**src/sv/tpp_divider.sv**
```systemverilog
// Pipelined restoring divider, one quotient bit per register stage.
// Standalone; the enable freezes every stage together with the caller's pipeline.
module tpp_divider #(
	parameter int NUM_W = 45,
	parameter int DEN_W = 31,
	parameter int QUO_W = 16
) (
	input  logic             clk,
	input  logic             en,
	input  logic [NUM_W-1:0] num,
	input  logic [DEN_W-1:0] den,
	output logic [QUO_W-1:0] quo
);

	localparam int RW = ((NUM_W > DEN_W + QUO_W) ? NUM_W : DEN_W + QUO_W) + 1;

	logic [RW-1:0]    rem_s [1:QUO_W];
	logic [DEN_W-1:0] den_s [1:QUO_W];
	logic [QUO_W-1:0] quo_s [1:QUO_W];

	for (genvar i = 0; i < QUO_W; i++) begin : g_step
		logic [RW-1:0]    rem_in;
		logic [DEN_W-1:0] den_in;
		logic [QUO_W-1:0] quo_in;
		logic [RW-1:0]    trial;
		logic             fits;

		if (i == 0) begin : g_first
			assign rem_in = RW'(num);
			assign den_in = den;
			assign quo_in = '0;
		end else begin : g_next
			assign rem_in = rem_s[i];
			assign den_in = den_s[i];
			assign quo_in = quo_s[i];
		end

		assign trial = RW'(den_in) << (QUO_W - 1 - i);
		assign fits  = (rem_in >= trial);

		always_ff @(posedge clk) begin
			if (en) begin
				rem_s[i+1] <= fits ? (rem_in - trial) : rem_in;
				den_s[i+1] <= den_in;
				quo_s[i+1] <= {quo_in[QUO_W-2:0], fits};
			end
		end
	end

	assign quo = quo_s[QUO_W];

endmodule

```
**config.mk**
```make
export PLATFORM = sky130hd
export DESIGN_NAME = tpp_divider
export DESIGN_NICKNAME = d
export VERILOG_FILES = /design/src/sv/tpp_divider.sv
export SDC_FILE = /design/constraint.sdc
export NUM_CORES = 2
export LEC_CHECK = 0
export ABC_AREA = 1
export BUFFER_PORTS_ARGS = -buffer_cell sky130_fd_sc_hd__buf_2
export CORE_ASPECT_RATIO = 1.75
export CORE_MARGIN = 10
export CORE_UTILIZATION = 51
export DETAILED_ROUTE_END_ITERATION = 10
export PLACE_DENSITY_LB_ADDON = 0.2
export SETUP_SLACK_MARGIN = 0.1
export SLEW_MARGIN = 10
export SYNTH_ARGS = -nofsm -noshare
export SYNTH_HDL_FRONTEND = slang
export SYNTH_SLANG_ARGS = --single-unit
export TNS_END_PERCENT = 100
```
**constraint.sdc**
```tcl
create_clock -name clk -period 2.3 [get_ports clk]
set_input_delay 0.115 -clock clk [delete_from_list [all_inputs] [get_ports clk]]
set_output_delay 0.115 -clock clk [all_outputs]
set_load 0.05 [all_outputs]
```
==> impl_metrics.env, run 1 <==
export IMPL_portBuffers=93
export IMPL_grt_pass1_vias=116000
export IMPL_synthesis_instances=13100
export IMPL_dominantRegCellSynth="edfxtp_1"
export IMPL_synthArstFlopShare_pct=0
export IMPL_synth_area_leaders="edfxtp_1 42%, nand2_1 21%, inv_1 10%"
export IMPL_cts_inserted_buffers=139
export IMPL_grt_pass1_wl_um=818000
export IMPL_grt_overflow_total=62
export IMPL_synth_warnings=0
export IMPL_syn_nets=13700
export IMPL_place_area_um2=119000
export IMPL_cts_buffer_depth=4
export IMPL_syn_area_um2=93700
export IMPL_dp_cells=18300
export IMPL_synth_top_area_share_pct=42.3
export IMPL_synth_area_leader_cell="edfxtp_1"
export IMPL_gp_congestion=1.17
export IMPL_die_y_um=587
export IMPL_boundaryPins=94
export IMPL_synth_edf_count=1320
export IMPL_cts_root_buf="clkbuf_16"
export IMPL_grt_use_total_pct=56.1
export IMPL_post_dp_hpwl_um=362000
export IMPL_synthDistinctLibCells=50
export IMPL_syn_avg_cell_area_um2=7.17
export IMPL_error="[ERROR GRT-0116] Global routing finished with congestion. Check the congestion regions in the DRC Viewer."
export IMPL_start_util_pct=51.1
export IMPL_cts_sinks=1320
export IMPL_ys_ff_latch=1320
export IMPL_htree_num_levels=4
export IMPL_haltStage="global routing"
export IMPL_outcome="did not finish"
export IMPL_rows=208
export IMPL_ys_seq_area_share_pct=42.3
export IMPL_grt_max_degree=95
export IMPL_die_w_um=344
-- metal layers --
metal  global-route usage (%)  GRT overflow
met3                     32.0             3
met5                     10.8             1
met1                     50.6             0
met4                     64.2            30
met2                     80.6            28
-- what timing repair did --
| item | 4_1_cts |
|---|---|
| endpoints found under the hold margin | 404 |
| pin swaps | 320 |
| buffers inserted | 277 |
| hold buffers | 77 |
| endpoints found under the setup margin | 582 |
| cloned | 25 |
| gates resized for setup | 1213 |
-- synthesized netlist by cell type (all sizes together), types with 67 or more instances --
cell type	n
nand3b	67
nand4	166
xor2	242
ha	495
nor2	1142
o21ai	141
nand2	5356
inv	2644
nor3	105
nand3	697
edfxtp	1320
a21oi	438
buf	102
-- stage by stage --
stage / setup TNS, ns / worst slack [ns] / util, %
4_1_cts: -74.41 / -0.288 / 72.1
2_1_floorplan: -0.0395 / -0.00395 / -
3_3_place_gp: -204.10 / -1.14 / 64.8
3_5_place_dp: -219.51 / -1.08 / 64.8
-- kinds of logic after synthesis --
group	synth area share [%]
buf+inv	11.6
fa+ha+maj	6.93
simple gates	32.7
compound gates	3.81
flops	42.3
xor+xnor	2.63
==> run 2, diff against run 1 <==
CORE_ASPECT_RATIO = default   (was 1.75)
CORE_UTILIZATION = 36   (was 51)
PLACE_DENSITY_LB_ADDON = 0.15   (was 0.2)
SETUP_SLACK_MARGIN = default   (was 0.1)
clock period = 3 ns   (was 2.3 ns; I/O delays follow)
==> impl_metrics.env, run 2 <==
export IMPL_dp_cells=16600
export IMPL_p_comb_share_pct=47.1
export IMPL_reg2reg_slack_ns=0.08
export IMPL_critPathKind="reg -> reg"
export IMPL_cap_violations=0
export IMPL_busiest_layer="met2"
export IMPL_cts_buffer_depth=4
export IMPL_multiInputGateArea_um2=43200
export IMPL_post_dp_hpwl_um=281000
export IMPL_largest_register_ffs=719
export IMPL_syn_nets=13700
export IMPL_hp_class="in -> reg"
export IMPL_via_per_inst=4.78
export IMPL_nNetsFinal=14100
export IMPL_die_area_um2=281000
export IMPL_end_kind="register"
export IMPL_area_growth_pct=12.5
export IMPL_cts_root_buf="clkbuf_16"
export IMPL_rows=187
export IMPL_regMostFlops="rem_s"
export IMPL_finalCritPeriodShare_pct=97.5
export IMPL_gp_congestion=0.959
export IMPL_clk_latency_ns=0.84
export IMPL_cts_tree="done"
export IMPL_critPathSlowestCell="fa_1"
export IMPL_fillers=27400
export IMPL_drv_slew=0
export IMPL_outcome="finished, final reports clean"
export IMPL_core_area_um2=259000
export IMPL_layout_commonest_cell="nand2_1"
export IMPL_synth_edf_count=1320
export IMPL_cts_sinks=1320
export IMPL_switching_share_pct=45.1
export IMPL_grt_overflow_total=0
export IMPL_vdd_drop_max_mv=0.532
export IMPL_portBuffers=93
export IMPL_die_y_um=530
export IMPL_cts_inserted_buffers=164
export IMPL_critPathMaxFanout=5
export IMPL_synth_area_leader_cell="edfxtp_1"
export IMPL_use_met1_pct=33.5
export IMPL_synth_area_leaders="edfxtp_1 42%, nand2_1 21%, inv_1 10%"
export IMPL_min_period_ns=2.92
export IMPL_fin_setup_tns_ns=0
export IMPL_routedWlPerCell_um=19.8
export IMPL_p_int_mw=50.8
export IMPL_arrival_ns=3.46
export IMPL_reg2reg_depth=13
export IMPL_worst_slew_pin_slew_ns=0.686
export IMPL_dr_pass1_iters=8
export IMPL_syn_avg_cell_area_um2=7.17
export IMPL_via_count=81300
export IMPL_grt_pass1_vias=74700
export IMPL_seq_area_um2=39600
export IMPL_synthDistinctLibCells=50
export IMPL_dp_slack_ns=0.00338
export IMPL_detailedRoute_firstIterationViolations=7933
export IMPL_setup_slack_ns=0.0763
export IMPL_clock_skew_ns=0.0447
export IMPL_ys_seq_area_share_pct=42.3
export IMPL_slew_headroom_pct=53.8
export IMPL_syn_area_um2=93700
export IMPL_routed_wl_um=337000
export IMPL_synth_warnings=0
export IMPL_reg_largest_list="rem_s (719), den_s (465), quo_s (136)"
export IMPL_finalHoldViolations=0
export IMPL_clockPowerShare_pct=20.7
export IMPL_setup_viol=0
export IMPL_hold_path_depth=2
export IMPL_postRouteAntennaNets=0
export IMPL_grt_pass1_wl_um=488000
export IMPL_htree_num_levels=4
export IMPL_cp_required_ns=3.53
export IMPL_synth_top_area_share_pct=42.3
export IMPL_drive_above_1_share_pct=5.40
export IMPL_synth_most_common_cell="nand2_1"
export IMPL_max_freq_ghz=0.342
export IMPL_grt_use_met2_pct=35.3
export IMPL_power_frac_seq_pct=32.2
export IMPL_antenna_found_initial=16
export IMPL_slowest_delay_ns=0.44
export IMPL_grt_max_degree=95
export IMPL_holdWs_ns=0.0547
export IMPL_rsz0062_at_grt="false"
export IMPL_crit_top_cell="nand2_1"
export IMPL_ys_ff_latch=1320
export IMPL_netlist_top_cells_count="5328 x nand2_1, 2611 x inv_1, 1320 x edfxtp_1"
export IMPL_p_switching_mw=41.8
export IMPL_start_util_pct=36.1
export IMPL_synthesis_instances=13100
export IMPL_worst_setup_path_start_kind="register"
export IMPL_power_leakage_nw=53.0
export IMPL_grtUsageMet3_pct=4.27
export IMPL_final_cell_mix="5328 x nand2_1, 2611 x inv_1, 1320 x edfxtp_1"
export IMPL_grt_use_total_pct=23.2
export IMPL_power_density_nw_per_um2=879
export IMPL_boundaryPins=94
export IMPL_clk_pin_slew_worst_paths_ns=0.08
export IMPL_stdcell_count=17000
export IMPL_dominantRegCellSynth="edfxtp_1"
export IMPL_path_cells="inv_1 -> ha_1 -> inv_1 -> fa_1 -> nand3_1 -> nand3_2 -> nand2_1 -> nand2_1 -> nand2_1 -> nand3_1 -> xor2_1 -> nand2_1 -> nand2_1"
export IMPL_drc=0
export IMPL_synthArstFlopShare_pct=0
export IMPL_die_w_um=530
run 2: cell counts after synthesis:
Identical to the previous run, type by type.
run 2: metal layers:
layer,vias to the layer above,wire (um)
met1,37000,159000
met5,-,70
met3,415,24800
li1,41500,-
met2,2398,144000
met4,12,9780
run 2: area by class of cell:
| class | count | area share, % |
|---|---|---|
| Multi-Input combinational cell | 8998 | 41.0 |
| Antenna cell | 5 | 0.0119 |
| Clock inverter | 87 | 0.710 |
| Timing Repair Buffer | 364 | 3.14 |
| Clock buffer | 195 | 4.08 |
| Sequential cell | 1320 | 37.6 |
| Tap cell | 3402 | 4.04 |
| Inverter | 2647 | 9.43 |
run 2: logic make-up (layout without fill, tap and decap cells):
group	after synthesis	count (layout)	synth area share, %
adders and majority gates	510	510	6.93
buffers and inverters	2751	3293	11.6
and+or+nand+nor	7570	7570	32.7
other	0	5	0
AOI/OAI and AO/OA	637	637	3.81
DFF	1320	1320	42.3
xor gates and xnor gates	281	281	2.63
run 2: worst paths after layout:
check	startpoint	endpoint
setup / recovery	rem_s[0][485]	rem_s[0][555]
hold / removal	num[12]	rem_s[0][60]
setup reg to reg	rem_s[0][485]	rem_s[0][555]
hold reg to reg	quo_s[3][24]	quo_s[3][41]
run 2: through the flow:
step	power (mW)	area, um2	util [%]
after floorplan	57.2	93700	-
after global placement	73.2	99400	38.4
after detailed placement	73.0	99400	38.4
after CTS	92.7	105000	40.6
after global routing	99.5	105000	40.7
final	92.7	105000	40.7
run 2: critical path: cells and delay by family (launching register included):
family | cells | cell delay (ns)
xor+xnor | 1 | 0.23
fa+ha+maj | 2 | 0.58
buf+inv | 2 | 0.22
flops | 1 | 0.37
simple gates | 8 | 1.21
run 2: what timing repair did:
item                                    4_1_cts  5_1_grt
endpoints found under the hold margin       321        0
hold buffers                                 81        0
endpoints found under the setup margin        2       50
gates cloned                                  0        1
resized for setup                             0        7
setup buffers                                 1        4
run 2: power by group through the flow:
| stage | logic [mW] | registers [mW] | clock network [mW] |
|---|---|---|---|
| finish | 43.7 | 29.9 | 19.2 |
| global route | 49.0 | 30.1 | 20.4 |
| CTS | 43.0 | 30.0 | 19.7 |
| detailed placement | 42.7 | 30.3 | 0 |
| global placement | 42.8 | 30.4 | 0 |
| floorplan | 29.6 | 27.6 | 0 |
Power figures use the tool's default switching activity.
